**src/design/ksc_pkg.sv**
```systemverilog
// shared types and constants for the keypad scan and code entry block
package ksc_pkg;

    // request codes
    localparam logic [1:0] REQ_TICK  = 2'd0;
    localparam logic [1:0] REQ_ARM   = 2'd1;
    localparam logic [1:0] REQ_CLEAR = 2'd2;

    // result kinds
    localparam logic [1:0] KIND_KEY    = 2'd0;
    localparam logic [1:0] KIND_CODE   = 2'd1;
    localparam logic [1:0] KIND_STATUS = 2'd2;

    // configuration register indexes
    localparam logic [1:0] CFG_KEYMAP_LO = 2'd0;
    localparam logic [1:0] CFG_KEYMAP_HI = 2'd1;
    localparam logic [1:0] CFG_DEBOUNCE  = 2'd2;
    localparam logic [1:0] CFG_TIMEOUT   = 2'd3;

    localparam logic [7:0]  CHAR_STAR      = 8'h2A;
    localparam logic [7:0]  CHAR_HASH      = 8'h23;
    localparam logic [9:0]  DEBOUNCE_RESET = 10'd10;
    localparam logic [15:0] TIMEOUT_RESET  = 16'd5000;
    localparam logic [9:0]  DEBOUNCE_MAX   = 10'h3FF;
    localparam logic [15:0] IDLE_MAX       = 16'hFFFF;

    typedef struct packed {
        logic [1:0] req_type;
        logic [3:0] column_sample;
        logic [3:0] arm_length;
    } t_in_item;

    typedef struct packed {
        logic [1:0] result_kind;
        logic [7:0] char_value;
        logic [1:0] row_index;
        logic       key_released;
        logic       timeout_event;
        logic       entry_active;
        logic       last_result;
    } t_out_item;

    // classified request passed from front to back
    typedef struct packed {
        logic [1:0] req_type;
        logic [3:0] sample;
        logic       sample_idle;
        logic [3:0] arm_length;
    } t_cmd;

    typedef struct packed {
        logic [127:0] keymap;
        logic [9:0]   debounce_ticks;
        logic [15:0]  timeout_ticks;
    } t_cfg;

endpackage

```
**src/design/ksc_front.sv**
```systemverilog
// front end: accepts requests, classifies the column sample and queues commands
module ksc_front import ksc_pkg::*; #(
    parameter int COLS = 4
) (
    input  logic     i_clk,
    input  logic     i_rst_n,
    input  logic     i_push,
    output logic     o_full,
    input  t_in_item i_item,
    output logic     o_cmd_vld,
    input  logic     i_cmd_rdy,
    output t_cmd     o_cmd
);

    localparam logic [3:0] COL_MASK = 4'((1 << COLS) - 1);

    t_cmd       r_q [2];
    logic       r_wp;
    logic       r_rp;
    logic [1:0] r_cnt;
    t_cmd       w_cmd;
    logic       w_push;
    logic       w_pop;

    always_comb begin
        w_cmd.req_type    = i_item.req_type;
        w_cmd.sample      = i_item.column_sample & COL_MASK;
        w_cmd.sample_idle = ((i_item.column_sample & COL_MASK) == COL_MASK);
        w_cmd.arm_length  = i_item.arm_length;
    end

    assign o_full    = (r_cnt == 2'd2);
    assign o_cmd_vld = (r_cnt != 2'd0);
    assign o_cmd     = r_q[r_rp];
    assign w_push    = i_push && !o_full;
    assign w_pop     = o_cmd_vld && i_cmd_rdy;

    always_ff @(posedge i_clk) begin
        if (w_push) begin
            r_q[r_wp] <= w_cmd;
        end
    end

    always_ff @(posedge i_clk) begin
        if (!i_rst_n) begin
            r_wp  <= 1'b0;
            r_rp  <= 1'b0;
            r_cnt <= 2'd0;
        end else begin
            if (w_push) begin
                r_wp <= !r_wp;
            end
            if (w_pop) begin
                r_rp <= !r_rp;
            end
            case ({w_push, w_pop})
                2'b10:   r_cnt <= r_cnt + 2'd1;
                2'b01:   r_cnt <= r_cnt - 2'd1;
                default: r_cnt <= r_cnt;
            endcase
        end
    end

endmodule

```
**src/design/ksc_back.sv**
```systemverilog
// back end: scan state, debounce, code entry and serial result output
module ksc_back import ksc_pkg::*; #(
    parameter int ROWS         = 4,
    parameter int COLS         = 4,
    parameter int MAX_CODE_LEN = 8
) (
    input  logic      i_clk,
    input  logic      i_rst_n,
    input  t_cfg      i_cfg,
    input  logic      i_cmd_vld,
    output logic      o_cmd_rdy,
    input  t_cmd      i_cmd,
    output logic      o_empty,
    input  logic      i_pop,
    output t_out_item o_result
);

    localparam int CW = (COLS > 1) ? $clog2(COLS) : 1;
    localparam int LW = (MAX_CODE_LEN > 1) ? $clog2(MAX_CODE_LEN) : 1;
    localparam logic [3:0]    MAX_LEN  = 4'(MAX_CODE_LEN);
    localparam logic [CW-1:0] LAST_COL = CW'(COLS - 1);

    localparam logic [1:0] S_IDLE   = 2'd0;
    localparam logic [1:0] S_COL    = 2'd1;
    localparam logic [1:0] S_CODE   = 2'd2;
    localparam logic [1:0] S_STATUS = 2'd3;

    logic [1:0]      r_state, n_state;
    logic [1:0]      r_row, n_row;
    logic            r_wait, n_wait;
    logic [9:0]      r_deb, n_deb;
    logic [15:0]     r_idle, n_idle;
    logic [3:0]      r_len, n_len;
    logic [3:0]      r_armed, n_armed;
    logic [COLS-1:0] r_sample, n_sample;
    logic [CW-1:0]   r_col, n_col;
    logic [LW-1:0]   r_idx, n_idx;
    logic            r_done, n_done;
    logic            r_rel, n_rel;
    logic            r_tmo, n_tmo;
    t_out_item       r_out, n_out;
    logic            r_out_vld, n_out_vld;
    logic [7:0]      r_chars [MAX_CODE_LEN];

    logic        w_slot;
    logic [3:0]  w_code;
    logic [7:0]  w_ch;
    logic        w_key_low;
    logic [3:0]  w_len_app;
    logic        w_fin;
    logic [9:0]  w_deb_inc;
    logic [15:0] w_idle_inc;
    logic [1:0]  w_row_next;
    logic [2:0]  w_row_sum;
    logic        w_wr;

    assign w_slot     = !r_out_vld || i_pop;
    assign w_code     = 4'(r_row) * 4'(COLS) + 4'(r_col);
    assign w_ch       = i_cfg.keymap[{w_code, 3'b000} +: 8];
    assign w_key_low  = !r_sample[r_col];
    assign w_len_app  = (r_len < MAX_LEN) ? r_len + 4'd1 : r_len;
    assign w_fin      = (w_len_app >= MAX_LEN) ||
                        ((r_armed != 4'd0) && (w_len_app >= r_armed));
    assign w_deb_inc  = (r_deb < DEBOUNCE_MAX) ? r_deb + 10'd1 : r_deb;
    assign w_idle_inc = (r_idle < IDLE_MAX) ? r_idle + 16'd1 : r_idle;
    assign w_row_sum  = {1'b0, r_row} + 3'd1;
    assign w_row_next = (w_row_sum < 3'(ROWS)) ? w_row_sum[1:0] : 2'd0;

    assign o_cmd_rdy = (r_state == S_IDLE);
    assign o_empty   = !r_out_vld;
    assign o_result  = r_out;

    always_comb begin
        n_state   = r_state;
        n_row     = r_row;
        n_wait    = r_wait;
        n_deb     = r_deb;
        n_idle    = r_idle;
        n_len     = r_len;
        n_armed   = r_armed;
        n_sample  = r_sample;
        n_col     = r_col;
        n_idx     = r_idx;
        n_done    = r_done;
        n_rel     = r_rel;
        n_tmo     = r_tmo;
        n_out     = r_out;
        n_out_vld = r_out_vld && !i_pop;
        w_wr      = 1'b0;

        case (r_state)
            S_IDLE: begin
                if (i_cmd_vld) begin
                    n_rel    = 1'b0;
                    n_tmo    = 1'b0;
                    n_state  = S_STATUS;
                    case (i_cmd.req_type)
                        REQ_ARM: begin
                            n_armed = i_cmd.arm_length;
                        end
                        REQ_CLEAR: begin
                            n_len  = 4'd0;
                            n_idle = 16'd0;
                        end
                        REQ_TICK: begin
                            if (!i_cmd.sample_idle) begin
                                n_idle = 16'd0;
                                if (!r_wait) begin
                                    if (w_deb_inc >= i_cfg.debounce_ticks) begin
                                        n_wait   = 1'b1;
                                        n_deb    = 10'd0;
                                        n_col    = '0;
                                        n_done   = 1'b0;
                                        n_sample = i_cmd.sample[COLS-1:0];
                                        n_state  = S_COL;
                                    end else begin
                                        n_deb = w_deb_inc;
                                    end
                                end
                            end else if (r_wait) begin
                                n_wait = 1'b0;
                                n_deb  = 10'd0;
                                n_rel  = 1'b1;
                            end else begin
                                n_deb = 10'd0;
                                n_row = w_row_next;
                                if (w_idle_inc >= i_cfg.timeout_ticks) begin
                                    n_idle = 16'd0;
                                    n_len  = 4'd0;
                                    n_tmo  = 1'b1;
                                end else begin
                                    n_idle = w_idle_inc;
                                end
                            end
                        end
                        default: begin
                            n_state = S_STATUS;
                        end
                    endcase
                end
            end

            S_COL: begin
                if (!w_key_low || w_slot) begin
                    if (w_key_low) begin
                        n_out_vld         = 1'b1;
                        n_out             = '0;
                        n_out.result_kind = KIND_KEY;
                        n_out.char_value  = w_ch;
                    end
                    // a completion detours through the code output before the next column
                    if (w_key_low && !r_done && (w_ch == CHAR_STAR)) begin
                        n_len = 4'd0;
                    end else if (w_key_low && !r_done && (w_ch == CHAR_HASH)) begin
                        if (r_len != 4'd0) begin
                            n_done  = 1'b1;
                            n_idx   = '0;
                            n_state = S_CODE;
                        end
                    end else if (w_key_low && !r_done) begin
                        w_wr  = (r_len < MAX_LEN);
                        n_len = w_len_app;
                        if (w_fin) begin
                            n_done  = 1'b1;
                            n_idx   = '0;
                            n_state = S_CODE;
                        end
                    end
                    if (n_state == S_COL) begin
                        if (r_col == LAST_COL) begin
                            n_state = S_STATUS;
                        end else begin
                            n_col = r_col + CW'(1);
                        end
                    end
                end
            end

            S_CODE: begin
                if (w_slot) begin
                    n_out_vld         = 1'b1;
                    n_out             = '0;
                    n_out.result_kind = KIND_CODE;
                    n_out.char_value  = r_chars[r_idx];
                    if (4'(r_idx) == r_len - 4'd1) begin
                        n_len   = 4'd0;
                        n_armed = 4'd0;
                        if (r_col == LAST_COL) begin
                            n_state = S_STATUS;
                        end else begin
                            n_col   = r_col + CW'(1);
                            n_state = S_COL;
                        end
                    end else begin
                        n_idx = r_idx + LW'(1);
                    end
                end
            end

            S_STATUS: begin
                if (w_slot) begin
                    n_out_vld           = 1'b1;
                    n_out               = '0;
                    n_out.result_kind   = KIND_STATUS;
                    n_out.row_index     = r_row;
                    n_out.key_released  = r_rel;
                    n_out.timeout_event = r_tmo;
                    n_out.entry_active  = (r_len != 4'd0) || (r_armed != 4'd0);
                    n_out.last_result   = 1'b1;
                    n_state             = S_IDLE;
                end
            end

            default: begin
                n_state = S_IDLE;
            end
        endcase
    end

    always_ff @(posedge i_clk) begin
        if (w_wr) begin
            r_chars[r_len[LW-1:0]] <= w_ch;
        end
        r_out    <= n_out;
        r_sample <= n_sample;
    end

    always_ff @(posedge i_clk) begin
        if (!i_rst_n) begin
            r_state   <= S_IDLE;
            r_row     <= 2'd0;
            r_wait    <= 1'b0;
            r_deb     <= 10'd0;
            r_idle    <= 16'd0;
            r_len     <= 4'd0;
            r_armed   <= 4'd0;
            r_col     <= '0;
            r_idx     <= '0;
            r_done    <= 1'b0;
            r_rel     <= 1'b0;
            r_tmo     <= 1'b0;
            r_out_vld <= 1'b0;
        end else begin
            r_state   <= n_state;
            r_row     <= n_row;
            r_wait    <= n_wait;
            r_deb     <= n_deb;
            r_idle    <= n_idle;
            r_len     <= n_len;
            r_armed   <= n_armed;
            r_col     <= n_col;
            r_idx     <= n_idx;
            r_done    <= n_done;
            r_rel     <= n_rel;
            r_tmo     <= n_tmo;
            r_out_vld <= n_out_vld;
        end
    end

endmodule

```
**src/design/keypad_scan_code_entry_top.sv**
```systemverilog
// top level of the keypad scanner with code entry
// Keypad matrix scanner with code entry. Each request is a scan tick carrying the
// active-low column sample of the driven row, an entry-length arm, or an entry
// clear; every request ends with exactly one status beat (last_result set) that
// tells which row to drive next. A debounced press emits one key-down beat per
// low column and, when an entry completes, one beat per code character. Requests
// go through a two-deep command queue into a sequencer that emits one result beat
// per cycle into a single output register while the result side is popped; a
// request steps through idle, the column states of a press tick, the code state
// of a completed entry and status. Configuration writes are always ready.
module keypad_scan_code_entry_top import ksc_pkg::*; #(
    parameter int ROWS         = 4,
    parameter int COLS         = 4,
    parameter int MAX_CODE_LEN = 8
) (
    input  logic        i_clk,
    input  logic        i_rst_n,
    input  logic        push,
    output logic        full,
    input  t_in_item    i_item,
    output logic        empty,
    input  logic        pop,
    output t_out_item   o_result,
    input  logic        i_cfg_valid,
    output logic        o_cfg_ready,
    input  logic [1:0]  i_cfg_index,
    input  logic [63:0] i_cfg_data
);

    t_cfg r_cfg;
    t_cmd w_cmd;
    logic w_cmd_vld;
    logic w_cmd_rdy;

    assign o_cfg_ready = 1'b1;

    always_ff @(posedge i_clk) begin
        if (!i_rst_n) begin
            r_cfg.keymap         <= 128'd0;
            r_cfg.debounce_ticks <= DEBOUNCE_RESET;
            r_cfg.timeout_ticks  <= TIMEOUT_RESET;
        end else if (i_cfg_valid) begin
            case (i_cfg_index)
                CFG_KEYMAP_LO: r_cfg.keymap[63:0]   <= i_cfg_data;
                CFG_KEYMAP_HI: r_cfg.keymap[127:64] <= i_cfg_data;
                CFG_DEBOUNCE:  r_cfg.debounce_ticks <= i_cfg_data[9:0];
                CFG_TIMEOUT:   r_cfg.timeout_ticks  <= i_cfg_data[15:0];
                default:       r_cfg                <= r_cfg;
            endcase
        end
    end

    ksc_front #(
        .COLS(COLS)
    ) u_front (
        .i_clk     (i_clk),
        .i_rst_n   (i_rst_n),
        .i_push    (push),
        .o_full    (full),
        .i_item    (i_item),
        .o_cmd_vld (w_cmd_vld),
        .i_cmd_rdy (w_cmd_rdy),
        .o_cmd     (w_cmd)
    );

    ksc_back #(
        .ROWS         (ROWS),
        .COLS         (COLS),
        .MAX_CODE_LEN (MAX_CODE_LEN)
    ) u_back (
        .i_clk     (i_clk),
        .i_rst_n   (i_rst_n),
        .i_cfg     (r_cfg),
        .i_cmd_vld (w_cmd_vld),
        .o_cmd_rdy (w_cmd_rdy),
        .i_cmd     (w_cmd),
        .o_empty   (empty),
        .i_pop     (pop),
        .o_result  (o_result)
    );

endmodule

```
**config.mk**
```make
export PLATFORM = sky130hd
export DESIGN_NAME = keypad_scan_code_entry_top
export DESIGN_NICKNAME = d
export VERILOG_FILES = /design/src/design/ksc_pkg.sv /design/src/design/ksc_front.sv /design/src/design/ksc_back.sv /design/src/design/keypad_scan_code_entry_top.sv
export SDC_FILE = /design/constraint.sdc
export NUM_CORES = 1
export LEC_CHECK = 0
export BUFFER_PORTS_ARGS = -buffer_cell sky130_fd_sc_hd__buf_2
export CAP_MARGIN = 25
export CORE_MARGIN = 5
export CORE_UTILIZATION = 38
export DETAILED_ROUTE_END_ITERATION = 8
export SYNTH_ARGS = -nofsm -noshare
export SYNTH_HDL_FRONTEND = slang
export SYNTH_HIERARCHICAL = 1
export SYNTH_SLANG_ARGS = --single-unit
```
**constraint.sdc**
```tcl
create_clock -name i_clk -period 12.35 [get_ports i_clk]
set_clock_uncertainty 0.15 [all_clocks]
set_input_delay 3.0875 -clock i_clk [delete_from_list [all_inputs] [get_ports i_clk]]
set_output_delay 3.0875 -clock i_clk [all_outputs]
set_load 0.03 [all_outputs]
```
==> results.md <==
* Gate Count Post-Synth at 1348
* Maximum clock path buffer count at 3
* Antenna cells at 0
* Number of post-CTS setup repair buffers at 0
* Total Routed Length at 34000 um
* Post-synth design cell area at 14900 um2
* Standby leakage power at 0.00673 uW
* R2R Path End: u_back/r_chars[3][4]
* Crit path depth at 5
* Final cycle utilization of the critical path at 0.413
* Maximum achievable frequency at 196 MHz
* Per-cell via count in the routed design at 5.10
* Ratio of total power to cell area at 159 nW/um2
* Cell with the biggest individual delay on the critical path: sky130_fd_sc_hd__buf_4
* Transition time of the tightest slew-check pin at 1.05 ns
* Resized Gates After CTS at 0
* Wire length of the first global-routing pass at 54200 um
* Number of enable-type register cells in the synthesized netlist at 105
* Final hold slack at 0.302 ns
* Final setup viols at 0
* H-tree level count at 2
* Overall via count from detail_route at 10.0k
* Worst r2r src: u_back/r_col[0]
* Area of the placeable core at 38700 um2
* Clock-pin slew reported for the worst setup and hold paths after clock tree synthesis at 0.05 ns
* Peak supply drop at 0.0861 mV
* Yosys warning total at 6
* Most common library cell in the layout ignoring fill and taps: sky130_fd_sc_hd__nand2_1
* Average instance area after synthesis at 11.0 um2
* Number of DRC violations after detailed routing at 0
* Max-Cap Viols at 0
* Worst setup path startpoint: i_rst_n
* Synth top area share at 0.282
* Global placement routability congestion at 0.772
* Dominant cell type by area after synthesis: sky130_fd_sc_hd__dfxtp_1
* Crit path top cell by count: sky130_fd_sc_hd__buf_4
* Final TNS setup at 0 ns
* Clock tree from TritonCTS: yes
* Worst setup slack for register-to-register paths at 7.54 ns
* Max FO, Critical Path at 97
* Height of the die at 208 um
* Hold-fix buffers at CTS at 0
* DRT Pass-1 Iters at 5
* Type of the worst min-delay path: reg -> reg
* Most used cells in the layout excluding fill and tap cells: sky130_fd_sc_hd__nand2_1, sky130_fd_sc_hd__dfxtp_1, sky130_fd_sc_hd__mux2i_1
* WP data required at 12.65 ns
* Worst slew margin relative to its limit at 0.297
* HPWL Detailed at 23900 um
* Most instantiated flip-flop cell in the synthesis netlist: sky130_fd_sc_hd__dfxtp_1
* Post-Syn Nets at 1472
* Number of antenna violations at the first check in global routing at 0
* Antenna Nets Post-Route at 0
* Std cell rows at 72
* Worst stage delay on the critical path at 0.81 ns
* Type of element capturing the critical path: register
* Slew Viols, Final at 0
* Total congestion overflow at 0
* Effective utilization at floorplan at 0.384
* Cells on worst reg2reg path at 9
* Number of global-route vias before repair at 10.0k
* Clock period minus final worst setup slack at 5.10 ns
* Sinks on the clock net at 315
* Sequential-to-total area share from yosys stat at 0.494
* Total of buffers placed on input and output ports at 98
* Die area at 43200 um2
* Arrival time of data at the critical path endpoint at 5.40 ns
* Critical path launch point type: primary input
* Number of nets in the layout at 1545
* Total global routing track utilization at 0.152
* Root Buffer: sky130_fd_sc_hd__clkbuf_16
* Unrepaired setup endpoints after global routing: false
* Cts bufs inserted at 36
* Fraction of layout cells with a size suffix above 1 at 0.159
* Die extent in x at 208 um
* Cell types occupying the most area after synthesis: sky130_fd_sc_hd__dfxtp_1, sky130_fd_sc_hd__edfxtp_1, sky130_fd_sc_hd__mux2i_1, sky130_fd_sc_hd__nand2_1, sky130_fd_sc_hd__mux4_2
* Classification of the worst setup path: in -> reg
* Cells traversed along the worst timing path: buf_6 > buf_4 > buf_4 > nand2_1 > mux2i_1
* Critical path destination: r_cfg[109]
* Endpoints failing hold at 0
* Crit-path leading delay family: buffers and inverters
* Share of synthesized registers carrying an async set or reset at 0
* Largest net degree at the start of global routing at 98
* Status: finished, final reports clean
* Yosys cell types at 73
* Number of top-level design ports at 100
* DRT iter0 DRCs at 630
* Flip-flop and latch count after synthesis at 315
* Per-cell routed wire length at 17.3 um
* Worst-skew pair later-pin latency at 0.52 ns
* Layout overhead on the synthesized area at 12.7%
* Buf+Inv Stages, Crit Path at 3
==> power by group <==
group	leakage [uW]	internal, uW	switching [uW]	total (uW)
logic	0.00351	177	314	490
registers	0.00268	1160	37.1	1190
clock network	0.000538	580	410	990
==> stage by stage <==
step / worst slack (ns) / instance area (um2) / total power [uW] / instances / utilization
detailed placement: 6.71 / 15700 / 1710 / 1899 / 0.405
floorplan: 7.55 / 14900 / 1580 / 1348 / -
global route: 6.98 / 16800 / 2800 / 1962 / 0.433
global placement: 6.78 / 15600 / 1700 / 1896 / 0.403
CTS: 7.21 / 16800 / 2710 / 1960 / 0.433
finish: 7.25 / 16800 / 2670 / 1962 / 0.433
==> cells by family after synthesis <==
| kind of cell | count (synthesis) | share of synthesized area |
|---|---|---|
| AND/OR/NAND/NOR | 442 | 0.133 |
| flip-flops | 315 | 0.494 |
| multiplexers | 234 | 0.201 |
| AO/OA/AOI/OAI | 156 | 0.0724 |
| buffers and inverters | 131 | 0.0473 |
| adder cells (fa/ha/maj) | 43 | 0.0361 |
| XOR/XNOR | 26 | 0.0153 |
| other | 1 | 0.000252 |
==> tightest hold or removal path, delay by kind of cell (launching register included) <==
kind	cells	cell delay (ns)
muxes	1	0.05
DFF	1	0.30
and+or+nand+nor	1	0.05
==> state kept, by name (all words and copies together) (netlist names), named ones only <==
| name | cells |
|---|---|
| u_back/r_idle | 16 |
| u_back/r_chars | 64 |
| u_front/r_cnt | 2 |
| u_front/r_q | 22 |
| u_back/r_col | 2 |
| u_back/r_state | 2 |
| u_back/r_armed | 4 |
| u_front/r_wp | 1 |
| u_back/r_rel | 1 |
| u_front/r_rp | 1 |
| u_back/r_wait | 1 |
| u_back/r_len | 4 |
| u_back/r_out_vld | 1 |
| u_back/r_deb | 10 |
| u_back/o_result | 15 |
| u_back/r_tmo | 1 |
| r_cfg | 154 |
| u_back/r_done | 1 |
| u_back/r_idx | 3 |
| u_back/r_sample | 4 |
| u_back/r_row | 2 |
==> how the worst min path moves through the flow <==
stage | startpoint | endpoint | cells after the start
2_1_floorplan | r_cfg[102] | r_cfg[102] | 2
3_3_place_gp | r_cfg[148] | r_cfg[148] | 2
3_5_place_dp | r_cfg[144] | r_cfg[144] | 2
4_1_cts | r_cfg[144] | r_cfg[144] | 2
5_1_grt | r_cfg[29] | r_cfg[29] | 2
6_report | r_cfg[144] | r_cfg[144] | 2
==> routing by layer <==
layer  part of all wire  track usage
met2               0.46        0.243
met1               0.49        0.218
met5                  0            0
met4              0.016       0.0365
met3              0.038       0.0259
==> area by class of cell <==
type | count | area, um2
fill | 3733 | 22000
sequential | 315 | 7360
multi-input combinational | 902 | 6840
clock buffer | 52 | 1030
tap | 518 | 648
timing repair buffer | 112 | 643
inverter | 54 | 203
clock inverter | 9 | 55.1
==> cells in the mapped netlist, drive strengths merged (3+ instances only) <==
library cell / count
mux4: 46
nand3: 19
mux2: 13
nor4: 7
o31ai: 3
or4: 3
o21ai: 32
o21a: 5
dfxtp: 210
o211ai: 7
nand4: 13
or2: 3
nand3b: 6
a311oi: 3
mux2i: 175
ha: 43
and4: 3
nand2: 257
a221oi: 4
a21o: 13
xnor2: 20
nor2b: 12
a211oi: 6
nor2: 68
a21boi: 4
a21oi: 29
inv: 54
and3: 7
edfxtp: 105
nor3: 12
and2: 8
nand2b: 12
clkbuf: 40
buf: 37
a31oi: 6
or3: 4
xor2: 6
a22oi: 33
Note: power is estimated with default switching activity, not from simulation.
